### src/rtl/ptu_pkg.sv
`timescale 1ns / 1ps
// ----------------------------------------------------------------------------
// ptu_pkg: shared types and constants for the pheromone table update core
// Table geometry, arithmetic widths, item structs, codes and the
// command/status bundles between controller and datapath.
// ----------------------------------------------------------------------------
package ptu_pkg;

  // Table geometry
  localparam int NUM_ARCS = 1024;
  localparam int ARC_W    = $clog2(NUM_ARCS);

  // Arithmetic widths
  localparam int TRAIL_W   = 32;
  localparam int RATE_W    = 16;
  localparam int FRAC_W    = 16;
  localparam int PROD_W    = TRAIL_W + RATE_W;        // v * rate
  localparam int NUM_W     = TRAIL_W + FRAC_W;        // tau << 16
  localparam int LEN_W     = 16;
  localparam int PASS_W    = 8;
  localparam int LSQ_W     = 2 * LEN_W;               // len * len
  localparam int LSQR_W    = LSQ_W + RATE_W;          // len * len * rho
  localparam int DEN_W     = LSQR_W + PASS_W;         // full divisor
  localparam int DIV_STEPS = NUM_W;
  localparam int DIV_CNT_W = $clog2(DIV_STEPS);

  // Configuration port
  localparam int CFG_INDEX_W = 3;
  localparam int CFG_DATA_W  = 32;

  localparam logic [CFG_INDEX_W-1:0] CFG_FLOOR_LEVEL      = 3'd0;
  localparam logic [CFG_INDEX_W-1:0] CFG_EVAP_RATE        = 3'd1;
  localparam logic [CFG_INDEX_W-1:0] CFG_EXIT_EVAP_RATE   = 3'd2;
  localparam logic [CFG_INDEX_W-1:0] CFG_DEPOSIT_CONSTANT = 3'd3;
  localparam logic [CFG_INDEX_W-1:0] CFG_USE_EXIT_TABLE   = 3'd4;

  // Register reset values
  localparam logic [TRAIL_W-1:0] FLOOR_RST = 32'd0;
  localparam logic [RATE_W-1:0]  RATE_RST  = 16'd32768;
  localparam logic [TRAIL_W-1:0] TAU_RST   = 32'd65536;

  // Item kinds
  localparam logic [1:0] KIND_INIT    = 2'd0;
  localparam logic [1:0] KIND_EVAP    = 2'd1;
  localparam logic [1:0] KIND_DEPOSIT = 2'd2;

  typedef enum logic [1:0] {
    ST_DONE     = 2'd0,
    ST_IGNORED  = 2'd1,
    ST_ZERO_LEN = 2'd2
  } status_e;

  typedef enum logic [1:0] {
    SW_CLEAR = 2'd0,
    SW_FILL  = 2'd1,
    SW_EVAP  = 2'd2
  } sweep_mode_e;

  typedef struct packed {
    logic [1:0]        kind;
    logic              table_select;
    logic [9:0]        arc_index;
    logic [PASS_W-1:0] pass_count;
    logic [LEN_W-1:0]  path_length;
    logic              valid_ant;
  } in_item_t;

  typedef struct packed {
    logic [1:0]         status;
    logic [TRAIL_W-1:0] trail_value;
  } out_item_t;

  typedef struct packed {
    logic        start_sweep;
    sweep_mode_e sweep_mode;
    logic        load_item;
    logic        mul1;
    logic        mul2;
    logic        mul3;
    logic        div_step;
    logic        dep_write;
    logic        res_set;
    status_e     res_code;
    logic        out_load;
  } ptu_cmd_t;

  typedef struct packed {
    logic is_init;
    logic is_evap;
    logic dep_go;
    logic dep_zero;
    logic sweep_idle;
    logic div_last;
  } ptu_status_t;

endpackage

### src/rtl/ptu_ctrl.sv
`timescale 1ns / 1ps
// ----------------------------------------------------------------------------
// ptu_ctrl: sequencing state machine
// Runs the post-reset clear, dispatches items, steps the deposit math and
// owns the output valid flag.
// ----------------------------------------------------------------------------
module ptu_ctrl import ptu_pkg::*; (
  input  logic        clk_i,
  input  logic        rst_ni,
  input  logic        in_valid_i,
  output logic        in_stall_o,
  output logic        out_valid_o,
  input  logic        out_stall_i,
  input  ptu_status_t status_i,
  output ptu_cmd_t    cmd_o
);

  typedef enum logic [8:0] {
    S_CLR_GO  = 9'b000000001,
    S_CLR_RUN = 9'b000000010,
    S_IDLE    = 9'b000000100,
    S_SWEEP   = 9'b000001000,
    S_MUL1    = 9'b000010000,
    S_MUL2    = 9'b000100000,
    S_MUL3    = 9'b001000000,
    S_DIV     = 9'b010000000,
    S_ADD     = 9'b100000000
  } state_e;

  // separate flag for the wait-for-output step keeps the FSM small
  state_e state_q, state_d;
  logic   done_q, done_d;
  logic   out_valid_q;
  logic   out_free;

  assign out_free   = !out_valid_q || !out_stall_i;
  assign in_stall_o = (state_q != S_IDLE) || done_q;

  always_comb begin
    state_d = state_q;
    done_d  = done_q;
    cmd_o   = '0;
    if (done_q) begin
      // result parked in the hold register, push it to the output stage
      if (out_free) begin
        cmd_o.out_load = 1'b1;
        done_d         = 1'b0;
      end
    end else begin
      case (state_q)
        S_CLR_GO: begin
          cmd_o.start_sweep = 1'b1;
          cmd_o.sweep_mode  = SW_CLEAR;
          state_d           = S_CLR_RUN;
        end
        S_CLR_RUN: begin
          if (status_i.sweep_idle) begin
            state_d = S_IDLE;
          end
        end
        S_IDLE: begin
          if (in_valid_i) begin
            cmd_o.load_item = 1'b1;
            cmd_o.res_set   = 1'b1;
            cmd_o.res_code  = ST_IGNORED;
            if (status_i.is_init) begin
              cmd_o.res_code    = ST_DONE;
              cmd_o.start_sweep = 1'b1;
              cmd_o.sweep_mode  = SW_FILL;
              state_d           = S_SWEEP;
            end else if (status_i.is_evap) begin
              cmd_o.res_code    = ST_DONE;
              cmd_o.start_sweep = 1'b1;
              cmd_o.sweep_mode  = SW_EVAP;
              state_d           = S_SWEEP;
            end else if (status_i.dep_go) begin
              cmd_o.res_set = 1'b0;
              state_d       = S_MUL1;
            end else if (status_i.dep_zero) begin
              cmd_o.res_code = ST_ZERO_LEN;
              done_d         = 1'b1;
            end else begin
              done_d = 1'b1;
            end
          end
        end
        S_SWEEP: begin
          if (status_i.sweep_idle) begin
            state_d = S_IDLE;
            done_d  = 1'b1;
          end
        end
        S_MUL1: begin
          cmd_o.mul1 = 1'b1;
          state_d    = S_MUL2;
        end
        S_MUL2: begin
          cmd_o.mul2 = 1'b1;
          state_d    = S_MUL3;
        end
        S_MUL3: begin
          cmd_o.mul3 = 1'b1;
          state_d    = S_DIV;
        end
        S_DIV: begin
          cmd_o.div_step = 1'b1;
          if (status_i.div_last) begin
            state_d = S_ADD;
          end
        end
        S_ADD: begin
          cmd_o.dep_write = 1'b1;
          state_d         = S_IDLE;
          done_d          = 1'b1;
        end
        default: begin
          state_d = S_IDLE;
        end
      endcase
    end
  end

  always_ff @(posedge clk_i or negedge rst_ni) begin
    if (!rst_ni) begin
      state_q     <= S_CLR_GO;
      done_q      <= 1'b0;
      out_valid_q <= 1'b0;
    end else begin
      state_q <= state_d;
      done_q  <= done_d;
      if (cmd_o.out_load) begin
        out_valid_q <= 1'b1;
      end else if (!out_stall_i) begin
        out_valid_q <= 1'b0;
      end
    end
  end

  assign out_valid_o = out_valid_q;

endmodule

### config.mk
export PLATFORM = sky130hd
export DESIGN_NAME = ptu_ctrl
export DESIGN_NICKNAME = d
export VERILOG_FILES = /design/src/rtl/ptu_pkg.sv /design/src/rtl/ptu_ctrl.sv
export SDC_FILE = /design/constraint.sdc
export NUM_CORES = 1
export LEC_CHECK = 0
export ABC_AREA = 1
export BUFFER_PORTS_ARGS = -buffer_cell sky130_fd_sc_hd__buf_2
export CAP_MARGIN = 30
export CORE_MARGIN = 2
export CORE_UTILIZATION = 55
export CTS_CLUSTER_DIAMETER = 30
export CTS_CLUSTER_SIZE = 25
export DETAILED_ROUTE_END_ITERATION = 8
export GPL_TIMING_DRIVEN = 0
export PLACE_DENSITY = 0.84
export RECOVER_POWER = 25
export SLEW_MARGIN = 20
export SYNTH_ARGS = -nofsm -noshare
export SYNTH_HDL_FRONTEND = slang
export SYNTH_SLANG_ARGS = --single-unit
### constraint.sdc
create_clock -name clk_i -period 3.9 [get_ports clk_i]
set_input_delay 0.195 -clock clk_i [delete_from_list [all_inputs] [get_ports clk_i]]
set_output_delay 0.195 -clock clk_i [all_outputs]
set_load 0.02 [all_outputs]
==> flow_metrics.env, run 1 <==
export IMPL_initial_core_util_pct=57.19
export IMPL_cp_data_required_time_ps=3700
export IMPL_worst_slew_margin_rel_pct=58.02
export IMPL_startpoint="state_q[8]"
export IMPL_synth_warning_count=0
export IMPL_htree_levels=1
export IMPL_synth_cells=142
export IMPL_avgSynthCellArea_sq_um=6.802
export IMPL_yosysSeqAreaShare_pct=28.63
export IMPL_n_antenna_cell=0
export IMPL_dieWidth_microns=45.91
export IMPL_portBuffers=24
export IMPL_post_cts_buffers=0
export IMPL_tns_ps=0
export IMPL_post_place_ws_ps=2250
export IMPL_dieArea_sq_mm=0.002107
export IMPL_die_y_microns=45.91
export IMPL_hold_path_class="in -> reg"
export IMPL_finalCritPeriodShare_pct=50.52
export IMPL_regArea_sq_um=276.5
export IMPL_num_rows=15
export IMPL_placed_cell_area_sq_mm=0.001107
export IMPL_io_pins=25
export IMPL_clock_sinks=11
export IMPL_core_sq_mm=0.001689
export IMPL_grt_pass1_vias=898
export IMPL_vias_per_cell=5.367
export IMPL_area_growth_pct=18.26
export IMPL_hold_slack_ps=124.8
export IMPL_cts_tree="yes"
export IMPL_dr_first_iter_drc_count=38
export IMPL_crit_type="reg -> out"
export IMPL_clkLatencyLatePin_ps=280
export IMPL_numCtsBuffers=3
export IMPL_fin_nets=182
export IMPL_worst_path_buf_inv=3
export IMPL_fillers=155
export IMPL_routedWlPerCell_microns=12.17
export IMPL_r2r_start="done_q"
export IMPL_clk_pin_slew_worst_paths_ps=80
export IMPL_fmax_mhz=507.6
export IMPL_min_period_ps=1970
export IMPL_slew_violations=0
export IMPL_ir_drop_mv=0.4772
export IMPL_drt_first_pass_iters=4
export IMPL_status="finished, final reports clean"
export IMPL_critical_path_max_stage_delay_ps=430
export IMPL_gp_congestion=0.8813
export IMPL_path_max_fanout=9
export IMPL_via_count=1009
export IMPL_crit_family="simple AND/OR/NAND/NOR gates"
export IMPL_critical_path_depth=8
export IMPL_end_kind="output pin"
export IMPL_setup_slack_ps=1930
export IMPL_multi_input_area_sq_um=589.3
export IMPL_r2r_end="state_q[4]"
export IMPL_power_density_mw_per_mm2=692.5
export IMPL_fin_cells=188
export IMPL_rsz0062_at_grt="false"
export IMPL_grt_pass1_wl_mm=3.712
export IMPL_critPathLaunchType="register"
export IMPL_syn_area_sq_um=965.9
export IMPL_worstMarginPinSlew_ps=629.6
export IMPL_cp_slowest_cell="dfrtp_1"
export IMPL_grt_usage_pct=24.86
export IMPL_antenna_found_initial=0
export IMPL_cp_arrival_ps=1780
export IMPL_hold_violations=0
export IMPL_synth_top_area_cell="dfrtp_1"
export IMPL_grt_ovfl_total=0
export IMPL_drc=0
export IMPL_ant_nets=0
export IMPL_totalWireLength_mm=2.288
export IMPL_fin_util_pct=67.63
export IMPL_r2r_cells=5
export IMPL_place_hpwl_mm=1.803
export IMPL_max_cap_violations=0
export IMPL_clock_path_buffers=2
export IMPL_clockRootBuffer="clkbuf_4"
export IMPL_setup_viol=0
export IMPL_reg2reg_slack_ps=2400
export IMPL_design_area_sq_mm=0.001142
export IMPL_hold_path_depth=3
export IMPL_crit_chain="inv_2 -> nand3_2 -> nor2_4 -> nand2_2 -> clkinv_2 -> nand2_1 -> nor4_1 -> buf_2"
export IMPL_p_leak_nw=0.7337
export IMPL_fin_skew_ps=5.789
export IMPL_grt_max_degree=12
export IMPL_dp_cells=183
export IMPL_drive_gt1_share_pct=29.82
export IMPL_synth_area_leaders="dfrtp_1 (26%), nand2_1 (13%), nor2_1 (9.7%)"
export IMPL_synth_top_cell_area_share_pct=25.91
export IMPL_synth_nets=152
export IMPL_power_total_mw=0.7910
export IMPL_endpoint="cmd_o[1]"
export IMPL_ys_types=24
export IMPL_ys_ff_latch=11
[state kept, by name, summed over array words and instances, names as in the netlist]
name,count
state_q,9
out_valid_o,1
done_q,1
[power breakdown]
part | switching [mW] | internal (mW)
clock network | 0.0420 | 0.0397
registers | 0.0324 | 0.143
logic | 0.363 | 0.171
[worst min-delay path, stage by stage]
cell and delay, ps:
buf_2 70, nand2_1 50, nand2_1 50
[kinds of logic (layout without fill, tap and decap cells)]
| family | Yosys count | count (layout) | share of synthesized area (%) |
|---|---|---|---|
| AO/OA/AOI/OAI | 9 | 9 | 6.736 |
| buffers and inverters | 25 | 54 | 10.36 |
| flip-flops | 11 | 11 | 28.63 |
| AND/OR/NAND/NOR | 97 | 97 | 54.27 |
[worst min path at each step]
| stage | from | end |
|---|---|---|
| final | out_stall_i | out_valid_o |
| after detailed placement | rst_ni | state_q[2] |
| after global placement | rst_ni | state_q[2] |
| after CTS | out_stall_i | out_valid_o |
| after global routing | out_stall_i | out_valid_o |
| after floorplan | rst_ni | done_q |
[final cells by class]
class,count,share of cell area (%)
Multi-Input combinational cell,106,51.59
Sequential cell,11,24.21
Timing Repair Buffer,25,11.28
Inverter,25,8.762
Clock buffer,4,2.300
Tap cell,17,1.862
[cells in the final DEF, fill, tap and decap left out, types with 2 or more instances in the layout]
| cell | count |
|---|---|
| clkbuf_1 | 2 |
| dfrtp_1 | 10 |
| nor2_2 | 3 |
| inv_1 | 18 |
| buf_2 | 23 |
| nand2_2 | 3 |
| nor2_4 | 3 |
| clkbuf_4 | 3 |
| nand2_1 | 34 |
| o21bai_1 | 8 |
| inv_2 | 4 |
| nand3_1 | 8 |
| nand2_4 | 3 |
| nand3_2 | 2 |
| nand3_4 | 2 |
| nand4_1 | 4 |
| nor2_1 | 25 |
| nor4_1 | 2 |
| nor3_1 | 5 |
[cell usage after synthesis]
master	number
o21bai_1	8
nand2_1	34
nand4_1	4
nand3_1	8
clkinv_2	1
clkinv_1	1
nor2_2	3
dfstp_2	1
nor4_1	2
nor3_1	5
nand3_4	2
nand2_2	3
nor2_4	3
nand3_2	2
nor2_1	25
nand2_4	3
inv_1	18
inv_2	4
dfrtp_1	10
nand4_2	1
nor2_8	1
a21oi_1	1
inv_6	1
nand3b_1	1
[routing by layer]
| layer | part of all wire [%] | global-route usage (%) |
|---|---|---|
| met5 | 0 | 0 |
| met1 | 42 | 32.69 |
| met3 | 6.8 | 4.762 |
| met2 | 50 | 41.11 |
| met4 | 1.7 | 6.857 |
[repair_timing]
item                                   CTS  global route
hold buffers                             1             0
resized for setup                        0             0
endpoints found under the hold margin   10             0
Power figures use the tool's default switching activity.
==> run 2: changes to the inputs <==
--- a/config.mk
+++ b/config.mk
@@ -9,12 +9,12 @@
 export BUFFER_PORTS_ARGS = -buffer_cell sky130_fd_sc_hd__buf_2
 export CAP_MARGIN = 30
 export CORE_MARGIN = 2
-export CORE_UTILIZATION = 55
+export CORE_UTILIZATION = 47
 export CTS_CLUSTER_DIAMETER = 30
 export CTS_CLUSTER_SIZE = 25
 export DETAILED_ROUTE_END_ITERATION = 8
 export GPL_TIMING_DRIVEN = 0
-export PLACE_DENSITY = 0.84
+export PLACE_DENSITY = 0.76
 export RECOVER_POWER = 25
 export SLEW_MARGIN = 20
 export SYNTH_ARGS = -nofsm -noshare
==> constraint.sdc (replaced) <==
create_clock -name clk_i -period 1.6 [get_ports clk_i]
set_input_delay 0.08 -clock clk_i [delete_from_list [all_inputs] [get_ports clk_i]]
set_output_delay 0.08 -clock clk_i [all_outputs]
set_load 0.02 [all_outputs]
==> run 2 against run 1 <==
  * The flow now finishes with violations (negative setup slack)
  * Via count grew 29%
  * Power grew to 3.5 times the previous value
  * Sequential power grew to 2.6 times the previous value
  * Cell count grew 21%
  * Critical path type unchanged
  * Largest cell class unchanged
  * Largest power group unchanged
==> flow_metrics.env, run 2 (synthesis results as in run 1) <==
export IMPL_largest_reg_flops=9
export IMPL_dieWidth_microns=49.34
export IMPL_dr_first_iter_drc_count=69
export IMPL_fin_nets=212
export IMPL_wl_met3_microns=283
export IMPL_cp_arrival_ps=1670
export IMPL_vias_per_cell=5.711
export IMPL_p_int_mw=1.326
export IMPL_grt_ovfl_total=0
export IMPL_design_area_sq_mm=0.001518
export IMPL_worst_slew_margin_rel_pct=56.67
export IMPL_hold_slack_ps=9.454
export IMPL_post_place_ws_ps=69.69
export IMPL_totalWireLength_mm=3.807
export IMPL_place_hpwl_mm=1.820
export IMPL_clock_power_share_pct=7.7
export IMPL_via_count=1302
export IMPL_area_growth_pct=57.12
export IMPL_n_antenna_cell=0
export IMPL_clockRootBuffer="clkbuf_4"
export IMPL_path_max_fanout=3
export IMPL_rsz0062_at_grt="true"
export IMPL_cp_data_required_time_ps=1520
export IMPL_violations="negative setup slack"
export IMPL_num_rows=16
export IMPL_cp_slowest_cell="dfstp_2"
export IMPL_grt_pass1_wl_mm=4.961
export IMPL_min_period_ps=1749
export IMPL_p_leak_nw=0.9039
export IMPL_fin_util_pct=78.16
export IMPL_hold_violations=0
export IMPL_hold_path_class="in -> reg"
export IMPL_critPathLaunchType="register"
export IMPL_pwr_share_seq_pct=16.3
export IMPL_dp_cells=193
export IMPL_fin_skew_ps=5.341
export IMPL_swShare_pct=51.96
export IMPL_gp_congestion=0.9489
export IMPL_crit_chain="inv_4 -> nor2_1 -> nand3_1 -> nor2_4 -> nand2_2 -> nand3b_1 -> buf_6"
export IMPL_initial_core_util_pct=49.74
export IMPL_end_kind="output pin"
export IMPL_max_cap_violations=0
export IMPL_regMostFlops="state_q"
export IMPL_crit_type="reg -> out"
export IMPL_worstMarginPinSlew_ps=649.9
export IMPL_grt_pass1_vias=1098
export IMPL_io_pins=25
export IMPL_fmax_mhz=571.9
export IMPL_htree_levels=1
export IMPL_clkLatencyLatePin_ps=290
export IMPL_critical_path_max_stage_delay_ps=570
export IMPL_placed_cell_area_sq_mm=0.001126
export IMPL_final_cell_mix="buf_4 (37), nand2_1 (31), nor2_1 (20)"
export IMPL_grt_max_degree=12
export IMPL_power_density_mw_per_mm2=1819
export IMPL_ir_drop_mv=1.239
export IMPL_clock_sinks=11
export IMPL_cts_tree="yes"
export IMPL_mostFrequentLayoutCell="buf_4"
export IMPL_switchingPower_mw=1.434
export IMPL_ant_nets=0
export IMPL_dieArea_sq_mm=0.002434
export IMPL_portBuffers=24
export IMPL_wl_met2_mm=1.954
export IMPL_antenna_found_initial=0
export IMPL_fin_cells=228
export IMPL_drive_gt1_share_pct=51.74
export IMPL_numCtsBuffers=3
export IMPL_core_sq_mm=0.001942
export IMPL_wl_met1_mm=1.350
export IMPL_clk_pin_slew_worst_paths_ps=90
export IMPL_setup_viol=15
export IMPL_drt_first_pass_iters=4
export IMPL_drc=0
export IMPL_setup_slack_ps=-148.6
export IMPL_slew_violations=0
export IMPL_power_frac_comb_pct=76.1
export IMPL_routedWlPerCell_microns=16.70
export IMPL_die_y_microns=49.34
export IMPL_grt_usage_pct=26.42
export IMPL_clock_path_buffers=2
export IMPL_status="complete, but fails checks"
export IMPL_finalCritPeriodShare_pct=109.3
export IMPL_routed_top_layer="met4"
==> run 2: area by class of cell <==
class | instances | area [sq um]
clock buffer | 3 | 22.52
fill | 149 | 424.2
clock inverter | 1 | 5.005
multi-input combinational | 106 | 669.4
tap | 27 | 33.78
inverter | 25 | 110.1
sequential | 11 | 280.3
timing repair buffer | 55 | 396.6
==> run 2: through the flow <==
step                power, mW  TNS [ps]
floorplan               1.428         0
global placement        1.705         0
detailed placement      1.728         0
CTS                     2.266    -141.1
global route            2.895     -2479
finish                  2.760     -1065
==> run 2: worst max-delay path, delay by kind of cell, from the launching register on <==
family	cells	cell delay (ps)
flops	1	570
simple gates	5	640
buf+inv	2	170
==> run 2: path summary, 6_finish.rpt <==
kind                             start           to  slack [ps]  cells past startpoint
max                         state_q[0]    cmd_o[12]        -150                      7
max in group asynchronous       rst_ni       done_q         820                      2
min in group asynchronous       rst_ni   state_q[3]         320                      2
min                        out_stall_i  out_valid_o           9                      3
min reg2reg                out_valid_o  out_valid_o         500                      2
max reg2reg                 state_q[3]       done_q        -100                     10
==> run 2: power groups by stage <==
stage | Sequential, mW | Combinational, mW | Clock (mW)
detailed placement | 0.436 | 1.29 | 0
CTS | 0.434 | 1.63 | 0.207
finish | 0.449 | 2.10 | 0.212
global placement | 0.429 | 1.28 | 0
floorplan | 0.434 | 0.994 | 0
global route | 0.455 | 2.21 | 0.229
==> run 2: what timing repair did <==
action / 4_1_cts / 5_1_grt
setup endpoints to repair: 10 / 18
pin swaps: 8 / 11
hold buffers: 1 / 0
gates resized for setup: 18 / 26
setup buffers: 18 / 12
hold endpoints to repair: 11 / 0
==> run 2: routing by layer <==
metal  track usage [%]  vias up
met3             5.215       24
met4             7.143        0
met5                 0        -
li1                  -      565
met2             47.52       87
met1             31.56      626
